--- config.mk ---
export PLATFORM = sky130hd
export DESIGN_NAME = flash_map_line_parser_unit
export DESIGN_NICKNAME = d
export VERILOG_FILES = /design/src/rtl/core/fmlp_pkg.sv /design/src/rtl/core/fmlp_front.sv /design/src/rtl/core/fmlp_queue.sv /design/src/rtl/core/fmlp_back.sv /design/src/rtl/core/flash_map_line_parser_unit.sv
export SDC_FILE = /design/constraint.sdc
export NUM_CORES = 1
export LEC_CHECK = 0
export BUFFER_PORTS_ARGS = -buffer_cell sky130_fd_sc_hd__clkbuf_2
export CORE_UTILIZATION = 64
export CTS_CLUSTER_SIZE = 24
export DETAILED_ROUTE_END_ITERATION = 10
export PLACE_DENSITY = 0.85
export SLEW_MARGIN = 20
export SYNTH_ARGS = -nofsm -noshare
export SYNTH_HDL_FRONTEND = slang
export SYNTH_HIERARCHICAL = 1
export SYNTH_SLANG_ARGS = --single-unit
--- constraint.sdc ---
create_clock -name clk -period 30.7 [get_ports clk]
set_clock_uncertainty 0.05 [all_clocks]
set_input_delay 3.07 -clock clk [delete_from_list [all_inputs] [get_ports clk]]
set_output_delay 3.07 -clock clk [all_outputs]
set_load 0.02 [all_outputs]
--- src/rtl/core/fmlp_pkg.sv ---
// Flash map line parser: shared types, constants and the character classifier.
// No dependencies; imported by every module of the block.
package fmlp_pkg;

  localparam int NAME_MAX_CHARS = 63;
  localparam int NAME_LEN_W     = 6;
  localparam int NAME_CNT_W     = ($clog2(NAME_MAX_CHARS + 1) > NAME_LEN_W) ?
                                  $clog2(NAME_MAX_CHARS + 1) : NAME_LEN_W;
  localparam int QUEUE_DEPTH    = 4;
  localparam int QPTR_W         = $clog2(QUEUE_DEPTH);
  localparam int QCNT_W         = $clog2(QUEUE_DEPTH + 1);
  localparam int IN_TDATA_W     = 8;
  localparam int OUT_TDATA_W    = 248;
  localparam int NIBBLE_LAST    = 31;

  localparam logic [7:0] CH_NUL   = 8'h00;
  localparam logic [7:0] CH_LF    = 8'h0a;
  localparam logic [7:0] CH_TAB   = 8'h09;
  localparam logic [7:0] CH_VT    = 8'h0b;
  localparam logic [7:0] CH_FF    = 8'h0c;
  localparam logic [7:0] CH_CR    = 8'h0d;
  localparam logic [7:0] CH_SPACE = 8'h20;
  localparam logic [7:0] CH_HASH  = 8'h23;
  localparam logic [7:0] CH_DASH  = 8'h2d;
  localparam logic [7:0] CH_ZERO  = 8'h30;
  localparam logic [7:0] CH_QUOTE = 8'h27;
  localparam logic [7:0] CH_GRAVE = 8'h60;

  typedef enum logic [2:0] {
    PH_NAME, PH_MD5, PH_MD5_SEP, PH_FILE_LEN, PH_OFFSET, PH_LENGTH, PH_DONE
  } phase_t;

  typedef enum logic [1:0] {NM_AWAIT, NM_DEC, NM_ZERO, NM_HEX} nmode_t;

  typedef enum logic [2:0] {
    ST_OK, ST_SYNTAX, ST_NAME_LONG, ST_OVERFLOW, ST_SKIP
  } status_t;

  typedef enum logic {KIND_CHAR, KIND_RECORD} kind_t;

  typedef struct packed {
    logic [7:0] ch;
    logic       eol;
    logic       blank;
    logic       space;
    logic       name_ok;
    logic       hex_ok;
    logic       dec_ok;
    logic       is_zero;
    logic       is_hash;
    logic       is_dash;
    logic       is_x;
    logic [3:0] nib;
  } citem_t;

  // first member is the highest bits: name_char ends up in bits 7:0
  typedef struct packed {
    logic [5:0]            pad;
    logic [NAME_LEN_W-1:0] name_length;
    logic [31:0]           region_length;
    logic [31:0]           region_offset;
    logic [31:0]           file_len;
    logic [63:0]           md5_low;
    logic [63:0]           md5_high;
    logic                  has_md5;
    status_t               status;
    logic [7:0]            name_char;
  } rec_t;

  function automatic citem_t classify(input logic [7:0] c);
    citem_t r;
    logic   lower;
    logic   upper;
    logic   af;
    lower     = (c >= "a") && (c <= "z");
    upper     = (c >= "A") && (c <= "Z");
    af        = ((c >= "a") && (c <= "f")) || ((c >= "A") && (c <= "F"));
    r.ch      = c;
    r.eol     = (c == CH_NUL) || (c == CH_LF);
    r.blank   = (c == CH_SPACE) || (c == CH_TAB);
    r.space   = (c == CH_SPACE) || ((c >= CH_TAB) && (c <= CH_CR));
    r.dec_ok  = (c >= "0") && (c <= "9");
    r.hex_ok  = r.dec_ok || af;
    r.is_zero = (c == CH_ZERO);
    r.is_hash = (c == CH_HASH);
    r.is_dash = (c == CH_DASH);
    r.is_x    = (c == "x") || (c == "X");
    r.nib     = r.dec_ok ? c[3:0] : 4'(c[3:0] + 4'd9);
    r.name_ok = lower || upper || r.dec_ok ||
                (c inside {"$", "%", CH_QUOTE, "-", "_", "@", "~", CH_GRAVE, "!",
                           "(", ")", "{", "}", "^", "#", "&", "+", ",", ";",
                           "=", "[", "]", "."});
    return r;
  endfunction

endpackage

--- src/rtl/core/fmlp_front.sv ---
// Front end: takes input characters and classifies them for the parser.
// Depends on fmlp_pkg; feeds fmlp_queue.
module fmlp_front (
  input  logic                               in_tvalid,
  output logic                               in_tready,
  input  logic [fmlp_pkg::IN_TDATA_W-1:0]    in_tdata,   // ch[7:0]
  input  logic                               q_full,
  output logic                               q_wr,
  output fmlp_pkg::citem_t                   q_wdata
);
  import fmlp_pkg::*;

  assign in_tready = !q_full;
  assign q_wr      = in_tvalid && !q_full;
  assign q_wdata   = classify(in_tdata);

endmodule

--- src/rtl/core/fmlp_queue.sv ---
// Short queue of classified items between front end and parser.
// Depends on fmlp_pkg.
module fmlp_queue (
  input  logic             clk,
  input  logic             rst_n,
  input  logic             wr,
  input  fmlp_pkg::citem_t wdata,
  output logic             full,
  input  logic             rd,
  output logic             not_empty,
  output fmlp_pkg::citem_t rdata
);
  import fmlp_pkg::*;

  citem_t            mem [QUEUE_DEPTH];
  logic [QPTR_W-1:0] wr_ptr_r, wr_ptr_nxt;
  logic [QPTR_W-1:0] rd_ptr_r, rd_ptr_nxt;
  logic [QCNT_W-1:0] cnt_r, cnt_nxt;
  logic              do_wr, do_rd;

  assign full      = (cnt_r == QCNT_W'(QUEUE_DEPTH));
  assign not_empty = (cnt_r != '0);
  assign do_wr     = wr && !full;
  assign do_rd     = rd && not_empty;
  assign rdata     = mem[rd_ptr_r];

  always_comb begin
    wr_ptr_nxt = wr_ptr_r;
    rd_ptr_nxt = rd_ptr_r;
    cnt_nxt    = cnt_r;
    if (do_wr) begin
      wr_ptr_nxt = (wr_ptr_r == QPTR_W'(QUEUE_DEPTH - 1)) ? '0 : QPTR_W'(wr_ptr_r + 1'b1);
    end
    if (do_rd) begin
      rd_ptr_nxt = (rd_ptr_r == QPTR_W'(QUEUE_DEPTH - 1)) ? '0 : QPTR_W'(rd_ptr_r + 1'b1);
    end
    if (do_wr && !do_rd) begin
      cnt_nxt = QCNT_W'(cnt_r + 1'b1);
    end else if (do_rd && !do_wr) begin
      cnt_nxt = QCNT_W'(cnt_r - 1'b1);
    end
  end

  always_ff @(posedge clk) begin
    if (!rst_n) begin
      wr_ptr_r <= '0;
      rd_ptr_r <= '0;
      cnt_r    <= '0;
    end else begin
      wr_ptr_r <= wr_ptr_nxt;
      rd_ptr_r <= rd_ptr_nxt;
      cnt_r    <= cnt_nxt;
    end
  end

  always_ff @(posedge clk) begin
    if (do_wr) begin
      mem[wr_ptr_r] <= wdata;
    end
  end

endmodule

--- src/rtl/core/fmlp_back.sv ---
// Back end: line parser state machine and registered result stage.
// Depends on fmlp_pkg; pops items from fmlp_queue.
module fmlp_back (
  input  logic                              clk,
  input  logic                              rst_n,
  input  logic                              q_valid,
  input  fmlp_pkg::citem_t                  q_item,
  output logic                              q_pop,
  output logic                              out_tvalid,
  input  logic                              out_tready,
  output logic                              out_tuser,  // kind
  output logic [fmlp_pkg::OUT_TDATA_W-1:0]  out_tdata
);
  import fmlp_pkg::*;

  phase_t                phase_r, phase_nxt;
  logic                  at_start_r, at_start_nxt;
  logic                  discard_r, discard_nxt;
  logic [NAME_CNT_W-1:0] name_cnt_r, name_cnt_nxt;
  logic [127:0]          digest_r, digest_nxt;
  logic [4:0]            nib_cnt_r, nib_cnt_nxt;
  nmode_t                nmode_r, nmode_nxt;
  logic [31:0]           acc_r, acc_nxt;
  logic [31:0]           flen_r, flen_nxt;
  logic [31:0]           offs_r, offs_nxt;
  logic [31:0]           rlen_r, rlen_nxt;
  logic                  dflag_r, dflag_nxt;

  logic                  out_valid_r;
  kind_t                 out_kind_r;
  rec_t                  out_rec_r;

  logic                  take;
  logic                  num_phase;
  logic                  num_end;
  logic [35:0]           dec_prod;
  logic                  dec_ovf;
  logic                  hex_ovf;
  logic [31:0]           len_sel;
  logic [32:0]           sum;
  logic                  sum_ovf;
  logic                  rec;
  logic                  echo;
  status_t               rec_st;
  rec_t                  res_rec;

  assign take  = q_valid && (!out_valid_r || out_tready);
  assign q_pop = take;

  assign num_phase = (phase_r == PH_FILE_LEN) || (phase_r == PH_OFFSET) ||
                     (phase_r == PH_LENGTH);
  assign dec_prod  = ({4'd0, acc_r} << 3) + ({4'd0, acc_r} << 1) + {32'd0, q_item.nib};
  assign dec_ovf   = (dec_prod[35:32] != 4'd0);
  assign hex_ovf   = (acc_r[31:28] != 4'd0);
  assign len_sel   = (phase_r == PH_LENGTH) ? acc_r : rlen_r;
  assign sum       = {1'b0, offs_r} + {1'b0, len_sel};
  assign sum_ovf   = sum[32];

  always_comb begin
    num_end = 1'b0;
    case (nmode_r)
      NM_DEC:  num_end = !q_item.dec_ok;
      NM_ZERO: num_end = !q_item.is_x;
      NM_HEX:  num_end = !q_item.hex_ok;
      default: num_end = 1'b0;
    endcase
  end

  // result decision
  always_comb begin
    rec    = 1'b0;
    echo   = 1'b0;
    rec_st = ST_OK;
    if (!discard_r) begin
      if (at_start_r && q_item.eol) begin
        rec    = 1'b1;
        rec_st = ST_SKIP;
      end else if (at_start_r && q_item.space) begin
        rec = 1'b0;
      end else if (at_start_r && q_item.is_hash) begin
        rec    = 1'b1;
        rec_st = ST_SKIP;
      end else begin
        case (phase_r)
          PH_NAME: begin
            if (q_item.blank) begin
              rec = 1'b0;
            end else if (q_item.name_ok) begin
              if (name_cnt_r >= NAME_CNT_W'(NAME_MAX_CHARS)) begin
                rec    = 1'b1;
                rec_st = ST_NAME_LONG;
              end else begin
                echo = 1'b1;
              end
            end else begin
              rec    = 1'b1;
              rec_st = ST_SYNTAX;
            end
          end
          PH_MD5: begin
            if (!(((nib_cnt_r == 5'd0) && (q_item.blank || q_item.is_dash)) ||
                  q_item.hex_ok)) begin
              rec    = 1'b1;
              rec_st = ST_SYNTAX;
            end
          end
          PH_MD5_SEP: begin
            if (!q_item.blank) begin
              rec    = 1'b1;
              rec_st = ST_SYNTAX;
            end
          end
          PH_FILE_LEN, PH_OFFSET, PH_LENGTH: begin
            if (nmode_r == NM_AWAIT) begin
              if (!(q_item.dec_ok || q_item.blank)) begin
                rec    = 1'b1;
                rec_st = ST_SYNTAX;
              end
            end else if (num_end) begin
              if (q_item.blank) begin
                rec = 1'b0;
              end else if (q_item.eol && (phase_r == PH_LENGTH)) begin
                rec    = 1'b1;
                rec_st = sum_ovf ? ST_OVERFLOW : ST_OK;
              end else begin
                rec    = 1'b1;
                rec_st = ST_SYNTAX;
              end
            end else if (((nmode_r == NM_DEC) && dec_ovf) ||
                         ((nmode_r == NM_HEX) && hex_ovf)) begin
              rec    = 1'b1;
              rec_st = ST_OVERFLOW;
            end
          end
          default: begin
            if (q_item.eol) begin
              rec    = 1'b1;
              rec_st = sum_ovf ? ST_OVERFLOW : ST_OK;
            end else if (!q_item.space) begin
              rec    = 1'b1;
              rec_st = ST_SYNTAX;
            end
          end
        endcase
      end
    end
  end

  always_comb begin
    res_rec = '0;
    if (echo) begin
      res_rec.name_char = q_item.ch;
    end
    if (rec) begin
      res_rec.status      = rec_st;
      res_rec.name_length = name_cnt_r[NAME_LEN_W-1:0];
      if (rec_st == ST_OK) begin
        res_rec.has_md5       = dflag_r;
        res_rec.md5_high      = digest_r[127:64];
        res_rec.md5_low       = digest_r[63:0];
        res_rec.file_len      = flen_r;
        res_rec.region_offset = offs_r;
        res_rec.region_length = len_sel;
      end
    end
  end

  // parser next state
  always_comb begin
    phase_nxt    = phase_r;
    at_start_nxt = at_start_r;
    discard_nxt  = discard_r;
    name_cnt_nxt = name_cnt_r;
    digest_nxt   = digest_r;
    nib_cnt_nxt  = nib_cnt_r;
    nmode_nxt    = nmode_r;
    acc_nxt      = acc_r;
    flen_nxt     = flen_r;
    offs_nxt     = offs_r;
    rlen_nxt     = rlen_r;
    dflag_nxt    = dflag_r;
    if (take) begin
      if ((discard_r || rec) && q_item.eol) begin
        phase_nxt    = PH_NAME;
        at_start_nxt = 1'b1;
        discard_nxt  = 1'b0;
        name_cnt_nxt = '0;
        digest_nxt   = '0;
        nib_cnt_nxt  = '0;
        nmode_nxt    = NM_AWAIT;
        acc_nxt      = '0;
        flen_nxt     = '0;
        offs_nxt     = '0;
        rlen_nxt     = '0;
        dflag_nxt    = 1'b1;
      end else if (discard_r) begin
        discard_nxt = 1'b1;
      end else if (rec) begin
        discard_nxt = 1'b1;
      end else if (!(at_start_r && q_item.space)) begin
        at_start_nxt = 1'b0;
        case (phase_r)
          PH_NAME: begin
            if (q_item.blank) begin
              phase_nxt = PH_MD5;
            end else if (echo) begin
              name_cnt_nxt = NAME_CNT_W'(name_cnt_r + 1'b1);
            end
          end
          PH_MD5: begin
            if ((nib_cnt_r == 5'd0) && q_item.blank) begin
              phase_nxt = PH_MD5;
            end else if ((nib_cnt_r == 5'd0) && q_item.is_dash) begin
              dflag_nxt  = 1'b0;
              digest_nxt = '0;
              flen_nxt   = '0;
              phase_nxt  = PH_MD5_SEP;
            end else begin
              digest_nxt = {digest_r[123:0], q_item.nib};
              if (nib_cnt_r == 5'(NIBBLE_LAST)) begin
                nib_cnt_nxt = '0;
                phase_nxt   = PH_MD5_SEP;
              end else begin
                nib_cnt_nxt = 5'(nib_cnt_r + 1'b1);
              end
            end
          end
          PH_MD5_SEP: begin
            phase_nxt = dflag_r ? PH_FILE_LEN : PH_OFFSET;
            nmode_nxt = NM_AWAIT;
            acc_nxt   = '0;
          end
          PH_FILE_LEN, PH_OFFSET, PH_LENGTH: begin
            if (num_end) begin
              case (phase_r)
                PH_FILE_LEN: flen_nxt = acc_r;
                PH_OFFSET:   offs_nxt = acc_r;
                default:     rlen_nxt = acc_r;
              endcase
              phase_nxt = phase_t'(phase_r + 3'd1);
              nmode_nxt = NM_AWAIT;
              acc_nxt   = '0;
            end else begin
              case (nmode_r)
                NM_AWAIT: begin
                  if (q_item.is_zero) begin
                    nmode_nxt = NM_ZERO;
                    acc_nxt   = '0;
                  end else if (q_item.dec_ok) begin
                    nmode_nxt = NM_DEC;
                    acc_nxt   = {28'd0, q_item.nib};
                  end
                end
                NM_DEC:  acc_nxt   = dec_prod[31:0];
                NM_ZERO: nmode_nxt = NM_HEX;
                default: acc_nxt   = {acc_r[27:0], q_item.nib};
              endcase
            end
          end
          default: begin
            phase_nxt = phase_r;
          end
        endcase
      end
    end
  end

  always_ff @(posedge clk) begin
    if (!rst_n) begin
      phase_r     <= PH_NAME;
      at_start_r  <= 1'b1;
      discard_r   <= 1'b0;
      name_cnt_r  <= '0;
      digest_r    <= '0;
      nib_cnt_r   <= '0;
      nmode_r     <= NM_AWAIT;
      acc_r       <= '0;
      flen_r      <= '0;
      offs_r      <= '0;
      rlen_r      <= '0;
      dflag_r     <= 1'b1;
      out_valid_r <= 1'b0;
    end else begin
      phase_r    <= phase_nxt;
      at_start_r <= at_start_nxt;
      discard_r  <= discard_nxt;
      name_cnt_r <= name_cnt_nxt;
      digest_r   <= digest_nxt;
      nib_cnt_r  <= nib_cnt_nxt;
      nmode_r    <= nmode_nxt;
      acc_r      <= acc_nxt;
      flen_r     <= flen_nxt;
      offs_r     <= offs_nxt;
      rlen_r     <= rlen_nxt;
      dflag_r    <= dflag_nxt;
      if (take) begin
        out_valid_r <= rec || echo;
      end else if (out_tready) begin
        out_valid_r <= 1'b0;
      end
    end
  end

  always_ff @(posedge clk) begin
    if (take && (rec || echo)) begin
      out_kind_r <= rec ? KIND_RECORD : KIND_CHAR;
      out_rec_r  <= res_rec;
    end
  end

  assign out_tvalid = out_valid_r;
  assign out_tuser  = out_kind_r;
  assign out_tdata  = out_rec_r;

endmodule

--- src/rtl/core/flash_map_line_parser_unit.sv ---
// An accepted character reaches its result through the queue entry and then the result register.
// Throughput: one character per cycle while the output register is not held; the parser state
// update with its x10 multiply-add and the offset+length carry check form the feedback loop.
// Results stall only while the output register is held; the 4-entry queue absorbs input.
// Reset: synchronous active-low rst_n; parser returns to the start-of-line state,
// queue and output register empty.
module flash_map_line_parser_unit (
  input  logic                              clk,
  input  logic                              rst_n,
  input  logic                              in_tvalid,
  output logic                              in_tready,
  input  logic [fmlp_pkg::IN_TDATA_W-1:0]   in_tdata,   // ch[7:0]
  output logic                              out_tvalid,
  input  logic                              out_tready,
  output logic                              out_tuser,  // kind
  // name_char[7:0], status[10:8], has_md5[11], md5_high[75:12], md5_low[139:76],
  // file_len[171:140], region_offset[203:172], region_length[235:204],
  // name_length[241:236], zero pad[247:242]
  output logic [fmlp_pkg::OUT_TDATA_W-1:0]  out_tdata
);
  import fmlp_pkg::*;

  logic   q_full;
  logic   q_wr;
  citem_t q_wdata;
  logic   q_pop;
  logic   q_valid;
  citem_t q_rdata;

  fmlp_front u_front (
    .in_tvalid (in_tvalid),
    .in_tready (in_tready),
    .in_tdata  (in_tdata),
    .q_full    (q_full),
    .q_wr      (q_wr),
    .q_wdata   (q_wdata)
  );

  fmlp_queue u_queue (
    .clk       (clk),
    .rst_n     (rst_n),
    .wr        (q_wr),
    .wdata     (q_wdata),
    .full      (q_full),
    .rd        (q_pop),
    .not_empty (q_valid),
    .rdata     (q_rdata)
  );

  fmlp_back u_back (
    .clk        (clk),
    .rst_n      (rst_n),
    .q_valid    (q_valid),
    .q_item     (q_rdata),
    .q_pop      (q_pop),
    .out_tvalid (out_tvalid),
    .out_tready (out_tready),
    .out_tuser  (out_tuser),
    .out_tdata  (out_tdata)
  );

endmodule

After elaboration in Yosys (flattened, before gate mapping)
Memory sizes are Yosys's and may differ from the RTL's. A register that Yosys moved wholly into a read port is not among the register bits.
Cells that the tools add are included.
- register bits after elaboration: 526
- output and inout port bits: 251
- input bits: 12
- RAM bits: 88
- memories: 1
- reduce and logical (&&, ||, !) cells: 81
- add/sub/neg operators: 11
- magnitude comparators: 11
- equality and inequality tests: 57
- muxes and demuxes: 144
- memories (name ; depth ; width ; read ports ; clocked after memory_dff ; wr ports ; RTL line ; RTL):
    u_queue.mem ; 4 ; 22 ; 1 ; 1 ; 1 ; fmlp_queue.sv:15 ; citem_t mem [QUEUE_DEPTH];
- operator list (cell ; number):
    32-bit two-way mux ; 30
    128-bit two-way mux ; 7
    8-bit by 6-bit equality test with 1-bit output, second input constant ; 16
    32-bit case mux with 2 select lines ; 2
    32-bit case mux with 3 select lines ; 1
    8-bit by 7-bit equality test with 1-bit output, second input constant ; 11
    3-bit two-way mux ; 22
    7-bit AND reduction ; 7
    1-bit two-way mux ; 45
    6-bit two-way mux ; 7
    5-bit two-way mux ; 8
    35-bit by 33-bit adder with 36-bit output ; 1
    36-bit by 4-bit adder with 36-bit output ; 1
    32-bit by 32-bit adder with 33-bit output ; 1
    8-bit by 7-bit less-or-equal comparator with 1-bit output, second input constant ; 4
    2-bit two-way mux ; 15
    3-bit case mux with 4 select lines ; 2
    1-bit logical AND ; 23
    23-bit nonzero test ; 1
    2-bit nonzero test ; 9
    8-bit by 4-bit equality test with 1-bit output, second input constant ; 2
    8-bit by 7-bit >= comparator with 1-bit output, second input constant ; 2
    1-bit logical OR ; 16
    3-bit by 1-bit inequality test with 1-bit output, second input constant ; 4
    43 further kinds ; 67

Longest topological paths before layout
Gate-level depths: netlist (run 1).
- depth after elaboration: 17
- depth in mapped cells: 20

By module
Netlist (run 1), hierarchy kept.
- modules (own cells, without submodules) (module ; sequential area each (µm²) ; times used ; area an instance (µm²) ; cells each):
    fmlp_back ; 12822.3 ; 1 ; 22865.7 ; 1979
    fmlp_queue ; 2822.7 ; 1 ; 3657.3 ; 165
    fmlp_front ; 0.0 ; 1 ; 588.1 ; 77

Worst setup path before layout (run 1)
No wires, ideal clock.
- path type: register to register
- start: reg (tool-made name)
- end: reg u_back.out_rec_r (netlist bit u_back/out_tdata[0]) (enable)
- required time: 29799 ps
- buffers on the path: 3
- clock period less this slack: 15167 ps
- path slack: 15533 ps
- arrival time: 14266 ps
- cell stages (with the launch flop): 18
- cell sequence: dfxtp_1 > buf_6 > mux4_2 > ha_1 > ha_1 > fa_1 > a211oi_1 > o211ai_1 > a211oi_2 > a2111o_1 > nand3_1 > and4b_1 > buf_2 > a31o_2 > a21oi_2 > clkbuf_1 > nor2_1 > nor2_1
- RTL lines (item ; RTL line ; RTL):
    end signal: assignment ; fmlp_back.sv:307 ; out_rec_r <= res_rec;
    end: declaration ; fmlp_back.sv:31 ; rec_t out_rec_r;

==> results of run 1 <==
## flip-flops by register name, summed over array words and instances (netlist names), 3 cells and up, named ones only
| signal | flops |
|---|---|
| u_queue/cnt_r | 3 |
| u_back/flen_r | 32 |
| u_back/phase_r | 3 |
| u_back/offs_r | 32 |
| u_queue/mem | 88 |
| u_back/name_cnt_r | 6 |
| u_back/nib_cnt_r | 5 |
| u_back/rlen_r | 32 |
| u_back/out_tdata | 242 |
| u_back/acc_r | 32 |
| u_back/digest_r | 128 |
## through the flow
step | util | instances | power, mW
finish | 0.7302 | 2985 | 3.013
floorplan | - | 2226 | 1.998
global placement | 0.6801 | 2871 | 2.232
global route | 0.7302 | 2984 | 3.129
CTS | 0.7298 | 2983 | 3.015
detailed placement | 0.6802 | 2871 | 2.255
## worst min-delay path by stage
stage,start,end,cells past startpoint
after CTS,u_back/rlen_r[5],u_back/rlen_r[5],2
after floorplan,u_back/rlen_r[0],u_back/rlen_r[0],2
final,u_back/rlen_r[1],u_back/rlen_r[1],2
after global placement,u_back/rlen_r[5],u_back/rlen_r[5],2
after detailed placement,u_back/rlen_r[5],u_back/rlen_r[5],2
after global routing,u_back/flen_r[11],u_back/flen_r[11],2
## synthesized netlist by cell type (all sizes together), types with 51 or more instances
cell | count | area, µm²
and2 | 141 | 882.1
buf | 67 | 452.9
nand2 | 192 | 720.7
and4 | 115 | 1007
a21oi | 76 | 391.6
o21ai | 112 | 560.5
clkbuf | 103 | 389.1
ha | 114 | 1426
edfxtp | 331 | 9940
dfxtp | 285 | 5705
a22o | 128 | 1121
nand3 | 51 | 255.2
## final cells by class
class,instances,area (µm²),share of cell area
diodes,1,2.502,0.00008188
clock buffers,76,1627,0.05322
flip-flops and latches,616,15650,0.5119
well taps,539,674.4,0.02207
multi-input cells,1406,10590,0.3466
repair buffers,277,1445,0.04729
inverters,34,127.6,0.004176
clock inverters,36,449.2,0.01470
## cells by family (layout without fill, tap and decap cells)
logic type,count (synthesis),after routing,share of synthesized area
muxes,93,93,0.04638
other,1,7,0.0001383
xor gates and xnor gates,31,31,0.01001
DFF,616,616,0.5771
buffers and inverters,204,423,0.03577
adders and majority gates,117,117,0.05483
AOI/OAI and AO/OA,506,506,0.1360
and+or+nand+nor,653,653,0.1398
## power by group through the flow
| stage | Sequential (mW) | Combinational [mW] | Clock (mW) |
|---|---|---|---|
| after floorplan | 1.53 | 0.464 | 0 |
| after global placement | 1.24 | 0.996 | 0 |
| after detailed placement | 1.24 | 1.01 | 0 |
| after CTS | 1.23 | 1.02 | 0.770 |
| after global routing | 1.24 | 1.08 | 0.803 |
| final | 1.23 | 1.02 | 0.764 |
## cell usage in the layout, fill, tap and decap left out, types with 61 or more instances in the layout
master / count
a21oi_1: 73
edfxtp_1: 331
clkbuf_16: 61
and2_1: 136
o21ai_0: 100
a22o_1: 128
nand2_1: 190
dfxtp_1: 285
ha_1: 114
clkbuf_2: 255
and4_1: 114
## critical path, cell delays in order, from the launching register on
cell and delay (ns):
dfxtp_1 0.56, buf_4 0.33, mux4_2 0.30, inv_1 0.07
fa_1 0.54, inv_1 0.07, fa_1 0.48, a211oi_1 0.33
o211ai_1 0.14, a211oi_2 0.48, a2111o_1 0.25, nand3_1 0.07
and4b_1 0.28, a31o_2 0.29, a21oi_4 0.32, nor2_1 0.15
nor2_4 0.29, buf_4 0.84, buf_4 0.89
## routing by layer
metal	GRT usage	vias up
met5	0	-
met4	0.09349	0
met3	0.05098	130
met2	0.4796	793
met1	0.4105	9453
li1	-	8719
==> metrics.md, run 1 <==
| Metric | Value |
|---|---|
| Fill count | around 2.7k |
| DR iter-0 viols | 1,947 |
| Final Max Slew Viols | 0 |
| Rows | 75 |
| Reg2Reg Setup Slack | 23.38 ns |
| Layout area overhead | 12.73% |
| Seq pwr share | 0.407 |
| Hold Crit Class | reg2reg |
| Post-synth EDFFs | between 300 and 400 |
| Grt total ovfl | 0 |
| CTS tree | yes |
| Maximum clock rate | 136.5 MHz |
| CTS Buf Count | roughly 60 |
| CP required | 30.88 ns |
| Residual DRC | 0 |
| Post-Layout Inst Area | 30,560 µm² |
| Sw Pwr | 1.185 mW |
| Setup Fix Bufs, Post-CTS | 0 |
| Final GP Congestion | about 0.94 |
| Total of max-cap violations | 0 |
| Post-DRT Antenna Nets | 0 |
| Post-detail-place hpwl | 42.67 mm |
| Die area | 43,190 µm² |
| Core footprint | between 40,000 and 50,000 µm² |
| Width of the die | 207.8 µm |
| H-tree depth | 2 |
| Setup TNS | 0 ns |
| Final Setup Violations | 0 |
| Vias per cell | between 6 and 7 |
| Drt total wl | 65.34 mm |
| CTS Hold Bufs | 0 |
| Routed via count | around 19k |
| Cell Int Power | 1.828 mW |
| CP Max Fanout | 80 |
| Gate power share | 0.340 |
| Syn. warnings | 6 |
| Worst EP arrival | around 7.5 ns |
| Initial antenna violation count | 1 |
| Top_reg_cell synth | edfxtp_1 |
| Peak supply drop | 81.49 µV |
| Asr flop ratio synth | 0 |
| Slew at the pin closest to its max-slew limit | 1.103 ns |
| Maximum number of pins on one net before global-route repair | 113 |
| Nets | 2,523 |
| Number of global-route vias before repair | 18.38k |
| Path depth of the worst reg2reg path | 18 |
| Placed Area | 28,470 µm² |
| Power Density | 98.59 nW/µm² |
| Synthesized instance count | around 2.2k |
| Final worst path period share | 0.2386 |
| Pre-antenna DRT Iters | 6 |
| WL/cell | 21.89 µm |
| Period minus WS final | 7.325 ns |
| Synthesized area per cell | 12.21 µm² |
| Ports | 263 |
| Dpl ws | ~24 ns |
| WS Path Type | reg2reg |
| CTS resizes | 0 |
| Startpoint types | flop |
| I/O Buffers | 256 |
| Outcome | finished clean |
| First-pass GRT wire length | 101.9 mm |
| Slew headroom | 0.2644 |
| Sw frac | 0.3934 |
| Final setup margin | 23.38 ns |
| Die Span Y | slightly above 200 µm |
| Clk sinks | roughly 600 |
| Count of final hold-check violations | 0 |
| CP Capture Type | flop |
| Synth cell types | 88 |
| Clock transition at path regs | 0.06 ns |
| Met2 WL post-DR | between 30 and 40 mm |
| Leakage | 12.02 nW |
| Worst R2R End | u_back/out_tdata[165] |
| WL met3 | about 4.5 mm |
| Initial Util | 0.6478 |
| Max Used Layer | met4 |
| Clock Latency Late Sink | 0.63 ns |
| Layout cells sized above 1 | 0.1988 |
| Clk network pwr share | 0.253 |
| RSZ-0062 raised after global routing | false |
| Total GRT Usage | 0.2966 |
| Post-Syn Area | roughly 27,000 µm² |
| Register bit total from synthesis | just over 600 |
| Seq/Total Area, Yosys | 0.5771 |
| Clk buf depth | 3 |
| Worst Setup EP | u_back/out_tdata[165] |
| Hold WS | ~0.4 ns |
| M1 wire length | between 20 and 30 mm |
| Clock Tree Root | clkbuf_16 |
Power figures use the tool's default switching activity.
==> run 2: changes to the inputs <==
--- a/config.mk
+++ b/config.mk
@@ -6,10 +6,10 @@
 export NUM_CORES = 1
 export LEC_CHECK = 0
 export BUFFER_PORTS_ARGS = -buffer_cell sky130_fd_sc_hd__clkbuf_2
-export CORE_UTILIZATION = 64
+export CORE_UTILIZATION = 59
 export CTS_CLUSTER_SIZE = 24
 export DETAILED_ROUTE_END_ITERATION = 10
-export PLACE_DENSITY = 0.85
+export PLACE_DENSITY = 0.8
 export SLEW_MARGIN = 20
 export SYNTH_ARGS = -nofsm -noshare
 export SYNTH_HDL_FRONTEND = slang
==> constraint.sdc (replaced) <==
create_clock -name clk -period 6.8 [get_ports clk]
set_clock_uncertainty 0.05 [all_clocks]
set_input_delay 0.68 -clock clk [delete_from_list [all_inputs] [get_ports clk]]
set_output_delay 0.68 -clock clk [all_outputs]
set_load 0.02 [all_outputs]
==> metrics.md, run 2 (synthesized netlist as in run 1, its figures left out) <==
| Metric | Value |
|---|---|
| Outcome | finished clean |
| Number of global-route vias before repair | 18.31k (-0.38%) |
| I/O Buffers | 256 (unchanged) |
| Count of final hold-check violations | 0 (unchanged) |
| Multi-input gate area | 10,650 µm² (+0.53%) |
| Ports | 263 (unchanged) |
| Leakage | 12.04 nW (+0.22%) |
| CTS Hold Bufs | 0 (unchanged) |
| Power, Total | 13.62 mW (+350%) |
| Startpoint types | flop |
| Final Max Slew Viols | 0 (unchanged) |
| Max reg flops | 242 (unchanged) |
| Setup Fix Bufs, Post-CTS | 0 (unchanged) |
| CP required | 7.23 ns (-23.65 ns) |
| Dpl ws | 0.9767 ns (-22.54 ns) |
| CP Max Fanout | 40 (-50%) |
| DR iter-0 viols | 1,862 (-4.4%) |
| CTS Buf Count | 58 (-1.7%) |
| Layout cells sized above 1 | 0.2013 (+0.002531) |
| Hold Crit Class | in2reg |
| CTS resizes | 0 (unchanged) |
| Clock Tree Root | clkbuf_16 |
| Register area | 15,650 µm² (about the same) |
| Worst EP arrival | 6.36 ns (-1.14 ns) |
| RSZ-0062 raised after global routing | false |
| Residual DRC | 0 (unchanged) |
| Layout area overhead | 13.34% |
| Period minus WS final | 5.931 ns (-1.394 ns) |
| Clock transition at path regs | 0.06 ns (about the same) |
| Die Span Y | 216.4 µm (+4.1%) |
| Total of max-cap violations | 0 (unchanged) |
| Clock Latency Late Sink | 0.63 ns (about the same) |
| Post-detail-place hpwl | 43.34 mm (+1.6%) |
| WS Path Type | reg2reg |
| Fill count | 3,208 (+19%) |
| Slew headroom | 0.2836 (+0.01926) |
| Vias per cell | 6.255 (-2.2%) |
| ANT cells | 0 (-1) |
| Pre-antenna DRT Iters | 5 (-1) |
| Setup TNS | 0 ns (unchanged) |
| Slew at the pin closest to its max-slew limit | 1.075 ns (-0.02890 ns) |
| WL/cell | 21.30 µm (-2.7%) |
| Post-DRT Antenna Nets | 0 (unchanged) |
| Final GP Congestion | 0.9119 (-2.7%) |
| Initial Util | 0.5974 (-0.05036) |
| Final worst path period share | 0.8722 (+0.6336) |
| CP Capture Type | flop |
| Core footprint | 45,380 µm² (+8.4%) |
| Final Setup Violations | 0 (unchanged) |
| Die area | 46,810 µm² (+8.4%) |
| H-tree depth | 2 (unchanged) |
| Clk sinks | 616 (unchanged) |
| Rows | 78 (+4.0%) |
| Grt total ovfl | 0 (unchanged) |
| Power Density | 443.2 nW/µm² (+350%) |
| Total GRT Usage | 0.2744 (-0.02223) |
| Clk buf depth | 3 (unchanged) |
| Maximum clock rate | 168.6 MHz (+24%) |
| Peak supply drop | 469.9 µV (+480%) |
| Final setup margin | 0.8692 ns (-22.51 ns) |
| Routed via count | 19.10k (+0.042%) |
| CTS tree | yes |
| Nets | 2,533 (+0.40%) |
| Width of the die | 216.4 µm (+4.1%) |
| Maximum number of pins on one net before global-route repair | 112 (-0.88%) |
| Drt total wl | 65.04 mm (-0.47%) |
| Most frequent cells in the layout | edfxtp_1 (331), dfxtp_1 (284), clkbuf_2 (255) |
| Hold WS | 0.3300 ns (-0.07348 ns) |
| First-pass GRT wire length | 101.9 mm (about the same) |
| Commonest non-fill, non-tap cell in the layout | edfxtp_1 |
| Initial antenna violation count | 1 (unchanged) |
==> run 2: cell types whose count changed in the layout (fill, tap and decap cells not counted), sizes merged <==
| cell | change |
|---|---|
| clkinv | -4 |
| clkbuf | +10 |
| buf | +11 |
| clkinvlp | -5 |
| inv | +1 |
| diode | -1 |
| bufinv | -4 |
==> run 2: per-layer routing <==
layer | part of all wire | GRT usage
met3 | 0.058 | 0.03032
met1 | 0.43 | 0.3816
met5 | 0 | 0
met2 | 0.49 | 0.4516
met4 | 0.025 | 0.08850
==> run 2: critical path, cell delays in order (launching register included) <==
cell	delay, ns
dfxtp_4	0.64
mux4_2	0.66
ha_4	0.26
ha_4	0.16
fa_2	0.41
a211oi_2	0.22
o211ai_1	0.15
a211oi_2	0.44
a2111o_1	0.24
a21oi_1	0.07
and4b_1	0.45
a21oi_1	0.12
o21ai_0	0.31
and2_2	0.83
buf_4	0.46
and4_1	0.29
==> run 2: worst paths after layout <==
kind	startpoint	cells after the start	endpoint	slack, ns
worst max-delay path	flop	15	u_back/out_tdata[103]	0.87
worst min register to register	u_back/flen_r[16]	2	u_back/flen_r[16]	0.40
worst max register to register	flop	15	u_back/out_tdata[103]	0.87
worst min-delay path	out_tready	3	u_back/out_tvalid	0.33
==> run 2: cell type report <==
class,instances,area share
Tap cell,600,0.02443
Inverter,34,0.004153
Clock inverter,24,0.009651
Sequential cell,616,0.5093
Clock buffer,86,0.05432
Multi-Input combinational cell,1406,0.3465
Timing Repair Buffer,288,0.05163
==> run 2: power breakdown <==
group          switching (mW)  leakage, nW  internal [mW]
clock                    1.39        0.962           1.90
combinational            3.59         5.63           1.17
sequential              0.412         5.45           5.15
total                    5.39         12.0           8.22
==> run 2: through the flow <==
step,cell area (µm²),std cells,util
2_1_floorplan,27220,2226,-
3_3_place_gp,28750,2944,0.6334
3_5_place_dp,28750,2944,0.6334
4_1_cts,30710,3054,0.6767
5_1_grt,30730,3054,0.6771
6_report,30730,3054,0.6771
